**config.mk**
```make
export PLATFORM = sky130hd
export DESIGN_NAME = power_autorange_text_formatter
export DESIGN_NICKNAME = d
export VERILOG_FILES = /design/src/hw/rtl/parf_pkg.sv /design/src/hw/rtl/power_autorange_text_formatter.sv /design/src/hw/rtl/parf_range.sv /design/src/hw/rtl/parf_scale.sv /design/src/hw/rtl/parf_text.sv
export VERILOG_INCLUDE_DIRS = /design/src /design/src/hw/rtl
export SDC_FILE = /design/constraint.sdc
export NUM_CORES = 2
export LEC_CHECK = 0
export BUFFER_PORTS_ARGS = -buffer_cell sky130_fd_sc_hd__buf_2
export CAP_MARGIN = 30
export CORE_MARGIN = 5
export CORE_UTILIZATION = 30
export CTS_CLUSTER_DIAMETER = 200
export DETAILED_ROUTE_END_ITERATION = 10
export SETUP_SLACK_MARGIN = 0.5
export SYNTH_ARGS = -nofsm -noshare
export SYNTH_HDL_FRONTEND = slang
export SYNTH_HIERARCHICAL = 1
export SYNTH_SLANG_ARGS = --single-unit
```
**constraint.sdc**
```tcl
create_clock -name i_clk -period 9.9 [get_ports i_clk]
set_input_delay 0 -clock i_clk [delete_from_list [all_inputs] [get_ports i_clk]]
set_output_delay 0 -clock i_clk [all_outputs]
set_load 0.005 [all_outputs]
```
**src/hw/rtl/power_autorange_text_formatter_macros.svh**
```systemverilog
// assertion macros used by the formatter top level
`ifndef POWER_AUTORANGE_TEXT_FORMATTER_MACROS_SVH
`define POWER_AUTORANGE_TEXT_FORMATTER_MACROS_SVH

`ifndef NO_ASSERTIONS
// condition must hold on every clock outside reset
`define PARF_ASSERT_ALWAYS(lbl, clk, rst_n, expr) \
    lbl: assert property (@(posedge clk) disable iff (!(rst_n)) (expr)) \
        else $error("formatter check failed");
// consequent must hold in the same cycle as the antecedent
`define PARF_ASSERT_IMPLIES(lbl, clk, rst_n, ante, cons) \
    lbl: assert property (@(posedge clk) disable iff (!(rst_n)) (ante) |-> (cons)) \
        else $error("formatter check failed");
`else
`define PARF_ASSERT_ALWAYS(lbl, clk, rst_n, expr)
`define PARF_ASSERT_IMPLIES(lbl, clk, rst_n, ante, cons)
`endif

`endif

```
**src/hw/rtl/parf_pkg.sv**
```systemverilog
// shared types, constants and decode tables of the power formatter
`timescale 1ns / 1ps

package parf_pkg;

    localparam int unsigned VAL_W  = 32;
    localparam int unsigned IDX_W  = 3;
    localparam int unsigned MANT_W = 10;
    localparam int unsigned DIV_W  = 24;
    localparam int unsigned PROD_W = 35;
    localparam int unsigned LINE_W = 64;
    localparam int unsigned NUM_LIMITS = 7;

    typedef logic [7:0] t_char;

    localparam t_char CH_SPACE = 8'h20;
    localparam t_char CH_DOT   = 8'h2E;
    localparam t_char CH_ZERO  = 8'h30;
    localparam t_char CH_EQ    = 8'h3D;
    localparam t_char CH_CAP_P = 8'h50;
    localparam t_char CH_CAP_W = 8'h57;
    localparam t_char CH_LOW_P = 8'h70;
    localparam t_char CH_LOW_N = 8'h6E;
    localparam t_char CH_LOW_U = 8'h75;
    localparam t_char CH_LOW_M = 8'h6D;

    typedef enum logic [1:0] {
        UNIT_PW = 2'd0,
        UNIT_NW = 2'd1,
        UNIT_UW = 2'd2,
        UNIT_MW = 2'd3
    } t_unit;

    typedef enum logic [1:0] {
        PT_NONE      = 2'd0,
        PT_AFTER_TWO = 2'd1,
        PT_AFTER_ONE = 2'd2
    } t_point;

    // beat leaving the decade search
    typedef struct packed {
        logic               valid;
        logic [VAL_W-1:0]   value;
        logic [IDX_W-1:0]   idx;
    } t_range_beat;

    // beat leaving the scaler
    typedef struct packed {
        logic               valid;
        logic [MANT_W-1:0]  mant;
        logic [IDX_W-1:0]   idx;
    } t_mant_beat;

    // lower bound of decade index idx+1, that is 10^(idx+3)
    function automatic logic [VAL_W-1:0] decade_limit(input logic [IDX_W-1:0] idx);
        logic [VAL_W-1:0] lim;
        unique case (idx)
            3'd0:    lim = 32'd1000;
            3'd1:    lim = 32'd10000;
            3'd2:    lim = 32'd100000;
            3'd3:    lim = 32'd1000000;
            3'd4:    lim = 32'd10000000;
            3'd5:    lim = 32'd100000000;
            3'd6:    lim = 32'd1000000000;
            default: lim = 32'hFFFF_FFFF;
        endcase
        return lim;
    endfunction

    // scale divisor 10^idx
    function automatic logic [DIV_W-1:0] divisor(input logic [IDX_W-1:0] idx);
        logic [DIV_W-1:0] d;
        unique case (idx)
            3'd0:    d = 24'd1;
            3'd1:    d = 24'd10;
            3'd2:    d = 24'd100;
            3'd3:    d = 24'd1000;
            3'd4:    d = 24'd10000;
            3'd5:    d = 24'd100000;
            3'd6:    d = 24'd1000000;
            default: d = 24'd10000000;
        endcase
        return d;
    endfunction

    // floor(2^32 / 10^idx); unit divisor is bypassed by the scaler
    function automatic logic [VAL_W-1:0] recip(input logic [IDX_W-1:0] idx);
        logic [VAL_W-1:0] m;
        unique case (idx)
            3'd1:    m = 32'd429496729;
            3'd2:    m = 32'd42949672;
            3'd3:    m = 32'd4294967;
            3'd4:    m = 32'd429496;
            3'd5:    m = 32'd42949;
            3'd6:    m = 32'd4294;
            3'd7:    m = 32'd429;
            default: m = 32'd0;
        endcase
        return m;
    endfunction

    // point placement repeats every three decades
    function automatic t_point point_of(input logic [IDX_W-1:0] idx);
        t_point p;
        unique case (idx)
            3'd1, 3'd4, 3'd7: p = PT_AFTER_ONE;
            3'd2, 3'd5:       p = PT_AFTER_TWO;
            default:          p = PT_NONE;
        endcase
        return p;
    endfunction

    function automatic t_unit unit_of(input logic [IDX_W-1:0] idx);
        t_unit u;
        unique case (idx)
            3'd0:             u = UNIT_PW;
            3'd1, 3'd2, 3'd3: u = UNIT_NW;
            3'd4, 3'd5, 3'd6: u = UNIT_UW;
            default:          u = UNIT_MW;
        endcase
        return u;
    endfunction

    function automatic t_char unit_letter(input t_unit u);
        t_char c;
        unique case (u)
            UNIT_PW: c = CH_LOW_P;
            UNIT_NW: c = CH_LOW_N;
            UNIT_UW: c = CH_LOW_U;
            default: c = CH_LOW_M;
        endcase
        return c;
    endfunction

endpackage

```
**src/hw/rtl/power_autorange_text_formatter.sv**
```systemverilog
// top level of the power autorange text formatter
//
//  channel   | handshake          | payload
//  ----------+--------------------+--------------------------------------------
//  command   | start, busy        | i_power_pw
//  result    | o_valid (strobe)   | o_line_chars_left/right, o_mantissa,
//            |                    | o_point_position, o_unit_code
//
// one beat per cycle, from command through the stages below to result strobe
// stages: decade compare, reciprocal multiply, bound multiply, correction,
// digit split, line assembly; the two multipliers set the stage depth
// busy stays low: results are strobed out and never held back
// synchronous active-low reset clears the valid bits of every stage
`timescale 1ns / 1ps
`include "power_autorange_text_formatter_macros.svh"

module power_autorange_text_formatter (
    input  logic                                i_clk,
    input  logic                                i_rst_n,
    input  logic                                start,
    output logic                                busy,
    input  logic [parf_pkg::VAL_W-1:0]          i_power_pw,
    output logic                                o_valid,
    output logic [parf_pkg::LINE_W-1:0]         o_line_chars_left,
    output logic [parf_pkg::LINE_W-1:0]         o_line_chars_right,
    output logic [parf_pkg::MANT_W-1:0]         o_mantissa,
    output logic [1:0]                          o_point_position,
    output logic [1:0]                          o_unit_code
);

    parf_pkg::t_range_beat  range_beat;
    parf_pkg::t_mant_beat   mant_beat;
    parf_pkg::t_point       point;
    parf_pkg::t_unit        unit;
    logic                   has_point;
    logic                   is_pw;
    logic [23:0]            line_head;

    // the pipeline never stalls
    assign busy = 1'b0;

    parf_range u_range (
        .i_clk   (i_clk),
        .i_rst_n (i_rst_n),
        .i_valid (start),
        .i_value (i_power_pw),
        .o_beat  (range_beat)
    );

    parf_scale u_scale (
        .i_clk   (i_clk),
        .i_rst_n (i_rst_n),
        .i_beat  (range_beat),
        .o_beat  (mant_beat)
    );

    parf_text u_text (
        .i_clk   (i_clk),
        .i_rst_n (i_rst_n),
        .i_beat  (mant_beat),
        .o_valid (o_valid),
        .o_left  (o_line_chars_left),
        .o_right (o_line_chars_right),
        .o_mant  (o_mantissa),
        .o_point (point),
        .o_unit  (unit)
    );

    assign o_point_position = point;
    assign o_unit_code      = unit;

    // checks on the result beat
    assign has_point = o_valid && (point != parf_pkg::PT_NONE);
    assign is_pw     = o_valid && (unit == parf_pkg::UNIT_PW);
    assign line_head = o_line_chars_left[63:40];
    `PARF_ASSERT_IMPLIES(a_mant_range, i_clk, i_rst_n, o_valid, o_mantissa <= 10'd999)
    `PARF_ASSERT_IMPLIES(a_point_full, i_clk, i_rst_n, has_point, o_mantissa >= 10'd100)
    `PARF_ASSERT_IMPLIES(a_pw_no_point, i_clk, i_rst_n, is_pw, point == parf_pkg::PT_NONE)
    `PARF_ASSERT_IMPLIES(a_line_head, i_clk, i_rst_n, o_valid, line_head == 24'h20503D)

endmodule

```
**src/hw/rtl/parf_range.sv**
```systemverilog
// decade search stage: counts the decade limits the value reaches
`timescale 1ns / 1ps

module parf_range (
    input  logic                                i_clk,
    input  logic                                i_rst_n,
    input  logic                                i_valid,
    input  logic [parf_pkg::VAL_W-1:0]          i_value,
    output parf_pkg::t_range_beat               o_beat
);

    logic                           r_valid;
    logic [parf_pkg::VAL_W-1:0]     r_value;
    logic [parf_pkg::IDX_W-1:0]     r_idx;
    logic [parf_pkg::IDX_W-1:0]     n_idx;

    // independent compares against 10^3 .. 10^9, summed
    always_comb begin
        n_idx = '0;
        for (int i = 0; i < parf_pkg::NUM_LIMITS; i++) begin
            if (i_value >= parf_pkg::decade_limit(parf_pkg::IDX_W'(i))) begin
                n_idx = n_idx + parf_pkg::IDX_W'(1);
            end
        end
    end

    // valid bit
    always_ff @(posedge i_clk) begin
        if (!i_rst_n) begin
            r_valid <= 1'b0;
        end else begin
            r_valid <= i_valid;
        end
    end

    // payload
    always_ff @(posedge i_clk) begin
        r_value <= i_value;
        r_idx   <= n_idx;
    end

    assign o_beat = '{valid: r_valid, value: r_value, idx: r_idx};

endmodule

```
**src/hw/rtl/parf_scale.sv**
```systemverilog
// scaler: divides by 10^idx via reciprocal multiply and one-step correction
`timescale 1ns / 1ps

module parf_scale (
    input  logic                    i_clk,
    input  logic                    i_rst_n,
    input  parf_pkg::t_range_beat   i_beat,
    output parf_pkg::t_mant_beat    o_beat
);

    localparam int unsigned QW = parf_pkg::MANT_W + 1;

    // stage a: quotient estimate
    logic                           r_a_valid;
    logic [parf_pkg::VAL_W-1:0]     r_a_value;
    logic [parf_pkg::IDX_W-1:0]     r_a_idx;
    logic [parf_pkg::MANT_W-1:0]    r_a_qest;
    logic [2*parf_pkg::VAL_W-1:0]   n_a_prod;
    logic [parf_pkg::MANT_W-1:0]    n_a_qest;

    // stage b: bound for the next quotient
    logic                           r_b_valid;
    logic [parf_pkg::VAL_W-1:0]     r_b_value;
    logic [parf_pkg::IDX_W-1:0]     r_b_idx;
    logic [parf_pkg::MANT_W-1:0]    r_b_qest;
    logic [parf_pkg::PROD_W-1:0]    r_b_bound;
    logic [QW-1:0]                  n_b_qinc;
    logic [parf_pkg::PROD_W-1:0]    n_b_bound;

    // stage c: corrected mantissa
    logic                           r_c_valid;
    logic [parf_pkg::IDX_W-1:0]     r_c_idx;
    logic [parf_pkg::MANT_W-1:0]    r_c_mant;
    logic [parf_pkg::MANT_W-1:0]    n_c_mant;

    // estimate is exact or one low; unit divisor passes the value through
    always_comb begin
        n_a_prod = (2*parf_pkg::VAL_W)'(i_beat.value)
                 * (2*parf_pkg::VAL_W)'(parf_pkg::recip(i_beat.idx));
        if (i_beat.idx == '0) begin
            n_a_qest = i_beat.value[parf_pkg::MANT_W-1:0];
        end else begin
            n_a_qest = n_a_prod[parf_pkg::VAL_W +: parf_pkg::MANT_W];
        end
    end

    // (q+1) * divisor, checked against the value next stage
    always_comb begin
        n_b_qinc  = QW'(r_a_qest) + QW'(1);
        n_b_bound = parf_pkg::PROD_W'(n_b_qinc)
                  * parf_pkg::PROD_W'(parf_pkg::divisor(r_a_idx));
    end

    always_comb begin
        if (parf_pkg::PROD_W'(r_b_value) >= r_b_bound) begin
            n_c_mant = r_b_qest + parf_pkg::MANT_W'(1);
        end else begin
            n_c_mant = r_b_qest;
        end
    end

    // valid bits
    always_ff @(posedge i_clk) begin
        if (!i_rst_n) begin
            r_a_valid <= 1'b0;
            r_b_valid <= 1'b0;
            r_c_valid <= 1'b0;
        end else begin
            r_a_valid <= i_beat.valid;
            r_b_valid <= r_a_valid;
            r_c_valid <= r_b_valid;
        end
    end

    // payload
    always_ff @(posedge i_clk) begin
        r_a_value <= i_beat.value;
        r_a_idx   <= i_beat.idx;
        r_a_qest  <= n_a_qest;
        r_b_value <= r_a_value;
        r_b_idx   <= r_a_idx;
        r_b_qest  <= r_a_qest;
        r_b_bound <= n_b_bound;
        r_c_idx   <= r_b_idx;
        r_c_mant  <= n_c_mant;
    end

    assign o_beat = '{valid: r_c_valid, mant: r_c_mant, idx: r_c_idx};

endmodule

```
**src/hw/rtl/parf_text.sv**
```systemverilog
// text stage: splits the mantissa into digits and builds the display line
`timescale 1ns / 1ps

module parf_text (
    input  logic                            i_clk,
    input  logic                            i_rst_n,
    input  parf_pkg::t_mant_beat            i_beat,
    output logic                            o_valid,
    output logic [parf_pkg::LINE_W-1:0]     o_left,
    output logic [parf_pkg::LINE_W-1:0]     o_right,
    output logic [parf_pkg::MANT_W-1:0]     o_mant,
    output parf_pkg::t_point                o_point,
    output parf_pkg::t_unit                 o_unit
);

    // digit split
    logic [15:0]                    n_h_prod;
    logic [3:0]                     n_hund;
    logic [6:0]                     n_rem;
    logic [14:0]                    n_t_prod;
    logic [3:0]                     n_tens;
    logic [3:0]                     n_unit_dig;

    logic                           r_d_valid;
    logic [parf_pkg::MANT_W-1:0]    r_d_mant;
    logic [parf_pkg::IDX_W-1:0]     r_d_idx;
    logic [3:0]                     r_d_hund;
    logic [3:0]                     r_d_tens;
    logic [3:0]                     r_d_units;

    // line assembly
    parf_pkg::t_char                n_ch [16];
    parf_pkg::t_char                n_c0;
    parf_pkg::t_char                n_c1;
    parf_pkg::t_char                n_c2;
    parf_pkg::t_point               n_point;
    parf_pkg::t_unit                n_unit;
    logic [parf_pkg::LINE_W-1:0]    n_left;
    logic [parf_pkg::LINE_W-1:0]    n_right;

    logic                           r_valid;
    logic [parf_pkg::LINE_W-1:0]    r_left;
    logic [parf_pkg::LINE_W-1:0]    r_right;
    logic [parf_pkg::MANT_W-1:0]    r_mant;
    parf_pkg::t_point               r_point;
    parf_pkg::t_unit                r_unit;

    // hundreds = m*41 >> 12, tens = r*205 >> 11, exact over these ranges
    always_comb begin
        n_h_prod   = 16'(i_beat.mant) * 16'd41;
        n_hund     = n_h_prod[15:12];
        n_rem      = 7'(i_beat.mant - 10'(n_hund) * 10'd100);
        n_t_prod   = 15'(n_rem) * 15'd205;
        n_tens     = n_t_prod[14:11];
        n_unit_dig = 4'(n_rem - 7'(n_tens) * 7'd10);
    end

    // characters of the number, leading zeros shown as spaces
    always_comb begin
        n_point = parf_pkg::point_of(r_d_idx);
        n_unit  = parf_pkg::unit_of(r_d_idx);
        n_c0 = (r_d_mant >= 10'd100) ? (parf_pkg::CH_ZERO + 8'(r_d_hund))
                                     : parf_pkg::CH_SPACE;
        n_c1 = (r_d_mant >= 10'd10)  ? (parf_pkg::CH_ZERO + 8'(r_d_tens))
                                     : parf_pkg::CH_SPACE;
        n_c2 = parf_pkg::CH_ZERO + 8'(r_d_units);

        for (int i = 0; i < 16; i++) begin
            n_ch[i] = parf_pkg::CH_SPACE;
        end
        n_ch[1] = parf_pkg::CH_CAP_P;
        n_ch[2] = parf_pkg::CH_EQ;
        n_ch[3] = n_c0;
        case (n_point)
            parf_pkg::PT_AFTER_ONE: begin
                n_ch[4] = parf_pkg::CH_DOT;
                n_ch[5] = n_c1;
                n_ch[6] = n_c2;
                n_ch[8] = parf_pkg::unit_letter(n_unit);
                n_ch[9] = parf_pkg::CH_CAP_W;
            end
            parf_pkg::PT_AFTER_TWO: begin
                n_ch[4] = n_c1;
                n_ch[5] = parf_pkg::CH_DOT;
                n_ch[6] = n_c2;
                n_ch[8] = parf_pkg::unit_letter(n_unit);
                n_ch[9] = parf_pkg::CH_CAP_W;
            end
            default: begin
                n_ch[4] = n_c1;
                n_ch[5] = n_c2;
                n_ch[7] = parf_pkg::unit_letter(n_unit);
                n_ch[8] = parf_pkg::CH_CAP_W;
            end
        endcase

        // character 0 goes to the top byte
        for (int i = 0; i < 8; i++) begin
            n_left[(7-i)*8 +: 8]  = n_ch[i];
            n_right[(7-i)*8 +: 8] = n_ch[i+8];
        end
    end

    // valid bits
    always_ff @(posedge i_clk) begin
        if (!i_rst_n) begin
            r_d_valid <= 1'b0;
            r_valid   <= 1'b0;
        end else begin
            r_d_valid <= i_beat.valid;
            r_valid   <= r_d_valid;
        end
    end

    // payload
    always_ff @(posedge i_clk) begin
        r_d_mant  <= i_beat.mant;
        r_d_idx   <= i_beat.idx;
        r_d_hund  <= n_hund;
        r_d_tens  <= n_tens;
        r_d_units <= n_unit_dig;
        r_left    <= n_left;
        r_right   <= n_right;
        r_mant    <= r_d_mant;
        r_point   <= n_point;
        r_unit    <= n_unit;
    end

    assign o_valid = r_valid;
    assign o_left  = r_left;
    assign o_right = r_right;
    assign o_mant  = r_mant;
    assign o_point = r_point;
    assign o_unit  = r_unit;

endmodule

```
==> flow_summary.json <==
{
  "root_buffer": "clkbuf_16",
  "critical_path.most_common_cell": "fa_1",
  "drt_iter0_drc": 1768,
  "dr.pass1.iters": 5,
  "drt_wl_total_um": 105000,
  "synth_top_cell_area_share_pct": 40.7,
  "synth.area.top_cells": "fa_1 (41%), dfxtp_1 (13%), ha_1 (12%)",
  "core_sq_um": 128000,
  "synth_area_leader_cell": "fa_1",
  "drv_slew": 0,
  "synth_warnings": 6,
  "placementRows": 131,
  "worstSetupPathType": "reg -> reg",
  "postLayoutSetupSlackWorst_ns": 0.893,
  "fin_tns_setup_ns": 0,
  "slowest_delay_ns": 0.66,
  "port_buffers": 87,
  "grt_start_max_net_pins": 43,
  "finalCriticalPeriod_ns": 9.01,
  "hold_viol_final": 0,
  "avgSynthCellArea_sq_um": 9.54,
  "fillers": 13100,
  "io_pins": 179,
  "status": "complete, no violations",
  "cp.arrival_ns": 9.51,
  "overflow": 0,
  "place_ws_ns": 0.503,
  "die_h_um": 368,
  "multi_input_area_sq_um": 29100,
  "timing.slew.headroom_pct": 24.9,
  "cts_made_buffers": 26,
  "cts_sinks": 250,
  "finalNetCount": 5304,
  "wl_met2_um": 48300,
  "regArea_sq_um": 5010,
  "top_layer": "met5",
  "cts.htree.levels": 1,
  "cts_tree": "done",
  "grt_use_total_pct": 15.7,
  "drive_above_1_share_pct": 6.28,
  "fmax_ghz": 0.111,
  "avgViaCountPerCell": 4.65,
  "drc": 0,
  "clock_latency_ns": 0.58,
  "via_count": 26900,
  "worstPathMaxFanout": 28,
  "clkTransAtPathRegs_ns": 0.07,
  "fin_skew_ns": 0.0186,
  "rsz0062_at_grt": "false",
  "grt_pass1_wl_um": 168000,
  "die_w_um": 368,
  "setup_viol": 0,
  "worstMarginPinSlew_ns": 1.12,
  "initial_core_util_pct": 30.2,
  "hpwl_um": 86400,
  "dieArea_sq_um": 136000,
  "cp-start-kind": "flop",
  "crit_path_end_kind": "flop",
  "path_buf_inv": 7,
  "synth_ff_type": "dfxtp_1",
  "met3_length_um": 8570,
  "cp_slowest_cell": "dfxtp_2",
  "required_ns": 10.41,
  "ant_nets": 0,
  "critPathTopFamily": "adder cells",
  "antenna_found_initial": 3,
  "place.gp.congestion": 0.913,
  "yosysMostFrequentCell": "inv_1",
  "drv_cap": 0,
  "fin_crit_sh_pct": 91.0,
  "ys_ff_latch": 250,
  "synth_enable_flop_cells": 0,
  "cts_buffer_depth": 3,
  "wl_met1_um": 44800,
  "syn_to_final_growth_pct": 9.01,
  "grt_pass1_vias": 29100,
  "yosysUniqueCellTypes": 86,
  "hold_path_class": "in -> reg",
  "synthArstFlopShare_pct": 0,
  "yosys-top-cells-count": "inv_1 (923), fa_1 (782), ha_1 (383)",
  "netlist_instances": 4034,
  "synth_area_sq_um": 38500,
  "hold_ws_ns": 0.0869,
  "post_cts_buffers": 0,
  "wl_per_cell_um": 18.1,
  "synth-seq-area-share_pct": 13.0,
  "r2r_slack_ns": 0.89
}
## layout make-up
type,count,area share (%)
Antenna cell,1,0.00596
Clock buffer,30,1.63
Timing Repair Buffer,195,3.25
Multi-Input combinational cell,2706,69.4
Clock inverter,18,0.584
Sequential cell,250,11.9
Tap cell,1662,4.96
Inverter,925,8.28
## routing by layer
metal | track usage, % | vias to the layer above
met1 | 21.3 | 13400
met5 | 0 | -
met4 | 4.05 | 2
met2 | 25.6 | 1126
li1 | - | 12200
met3 | 3.08 | 188
## cells in the final DEF (no fill, tap or decap), types with 17 or more instances in the layout
cell type,instances
nand2_1,342
xnor2_1,77
fa_1,782
conb_1,91
a21oi_1,70
inv_1,923
buf_4,70
clkbuf_16,26
a21o_1,31
nand4_1,17
and3_1,126
nand2b_1,25
nand3_1,47
o21ai_0,43
buf_2,87
dlygate4sd3_1,35
xor2_1,28
and2_1,194
ha_1,383
dfxtp_1,248
nor2_1,174
nor3_1,27
nor2b_1,48
## timing repair
item | CTS | global route
gates resized for setup | 1 | 3
hold buffers | 35 | 0
endpoints found under the hold margin | 38 | 0
endpoints found under the setup margin | 1 | 4
## final timing paths
| path | start | to | cells after the start |
|---|---|---|---|
| hold reg to reg | u_scale/r_a_value[18] | u_scale/r_b_value[18] | 0 |
| setup reg to reg | u_range/r_idx[0] | u_scale/r_a_qest[5] | 26 |
| hold / removal | i_power_pw[0] | u_range/r_value[0] | 2 |
| setup / recovery | u_range/r_idx[0] | u_scale/r_a_qest[5] | 26 |
## logic make-up after synthesis
group / synth area share, %
buf+inv: 12.3
xor+xnor: 2.63
fa+ha+maj: 53.2
compound gates: 4.58
other cells: 0.0293
mux: 0.215
flops: 13.0
simple gates: 14.0
## flip-flops by register name (all words and copies together) (netlist names), 4 cells and up
register	flops
u_scale/r_c_mant	10
u_scale/r_b_value	32
u_scale/r_a_qest	10
u_range/r_value	32
u_scale/r_b_qest	10
u_text/r_d_units	4
u_text/o_mant	10
u_text/r_d_mant	9
u_scale/r_b_bound	35
u_text/r_d_hund	4
u_text/r_d_tens	4
u_scale/r_a_value	32
u_text/o_left	26
u_text/o_right	7
## through the flow
stage | util [%] | cells | instance area (sq um)
6_report | 32.9 | 5787 | 42000
3_3_place_gp | 31.8 | 5698 | 40600
3_5_place_dp | 31.9 | 5702 | 40600
5_1_grt | 32.9 | 5787 | 42000
2_1_floorplan | - | 4122 | 38800
4_1_cts | 32.9 | 5785 | 41900
Power is not shown: default switching activity piles up to over one toggle a cycle in this logic, so the estimate is an artifact.
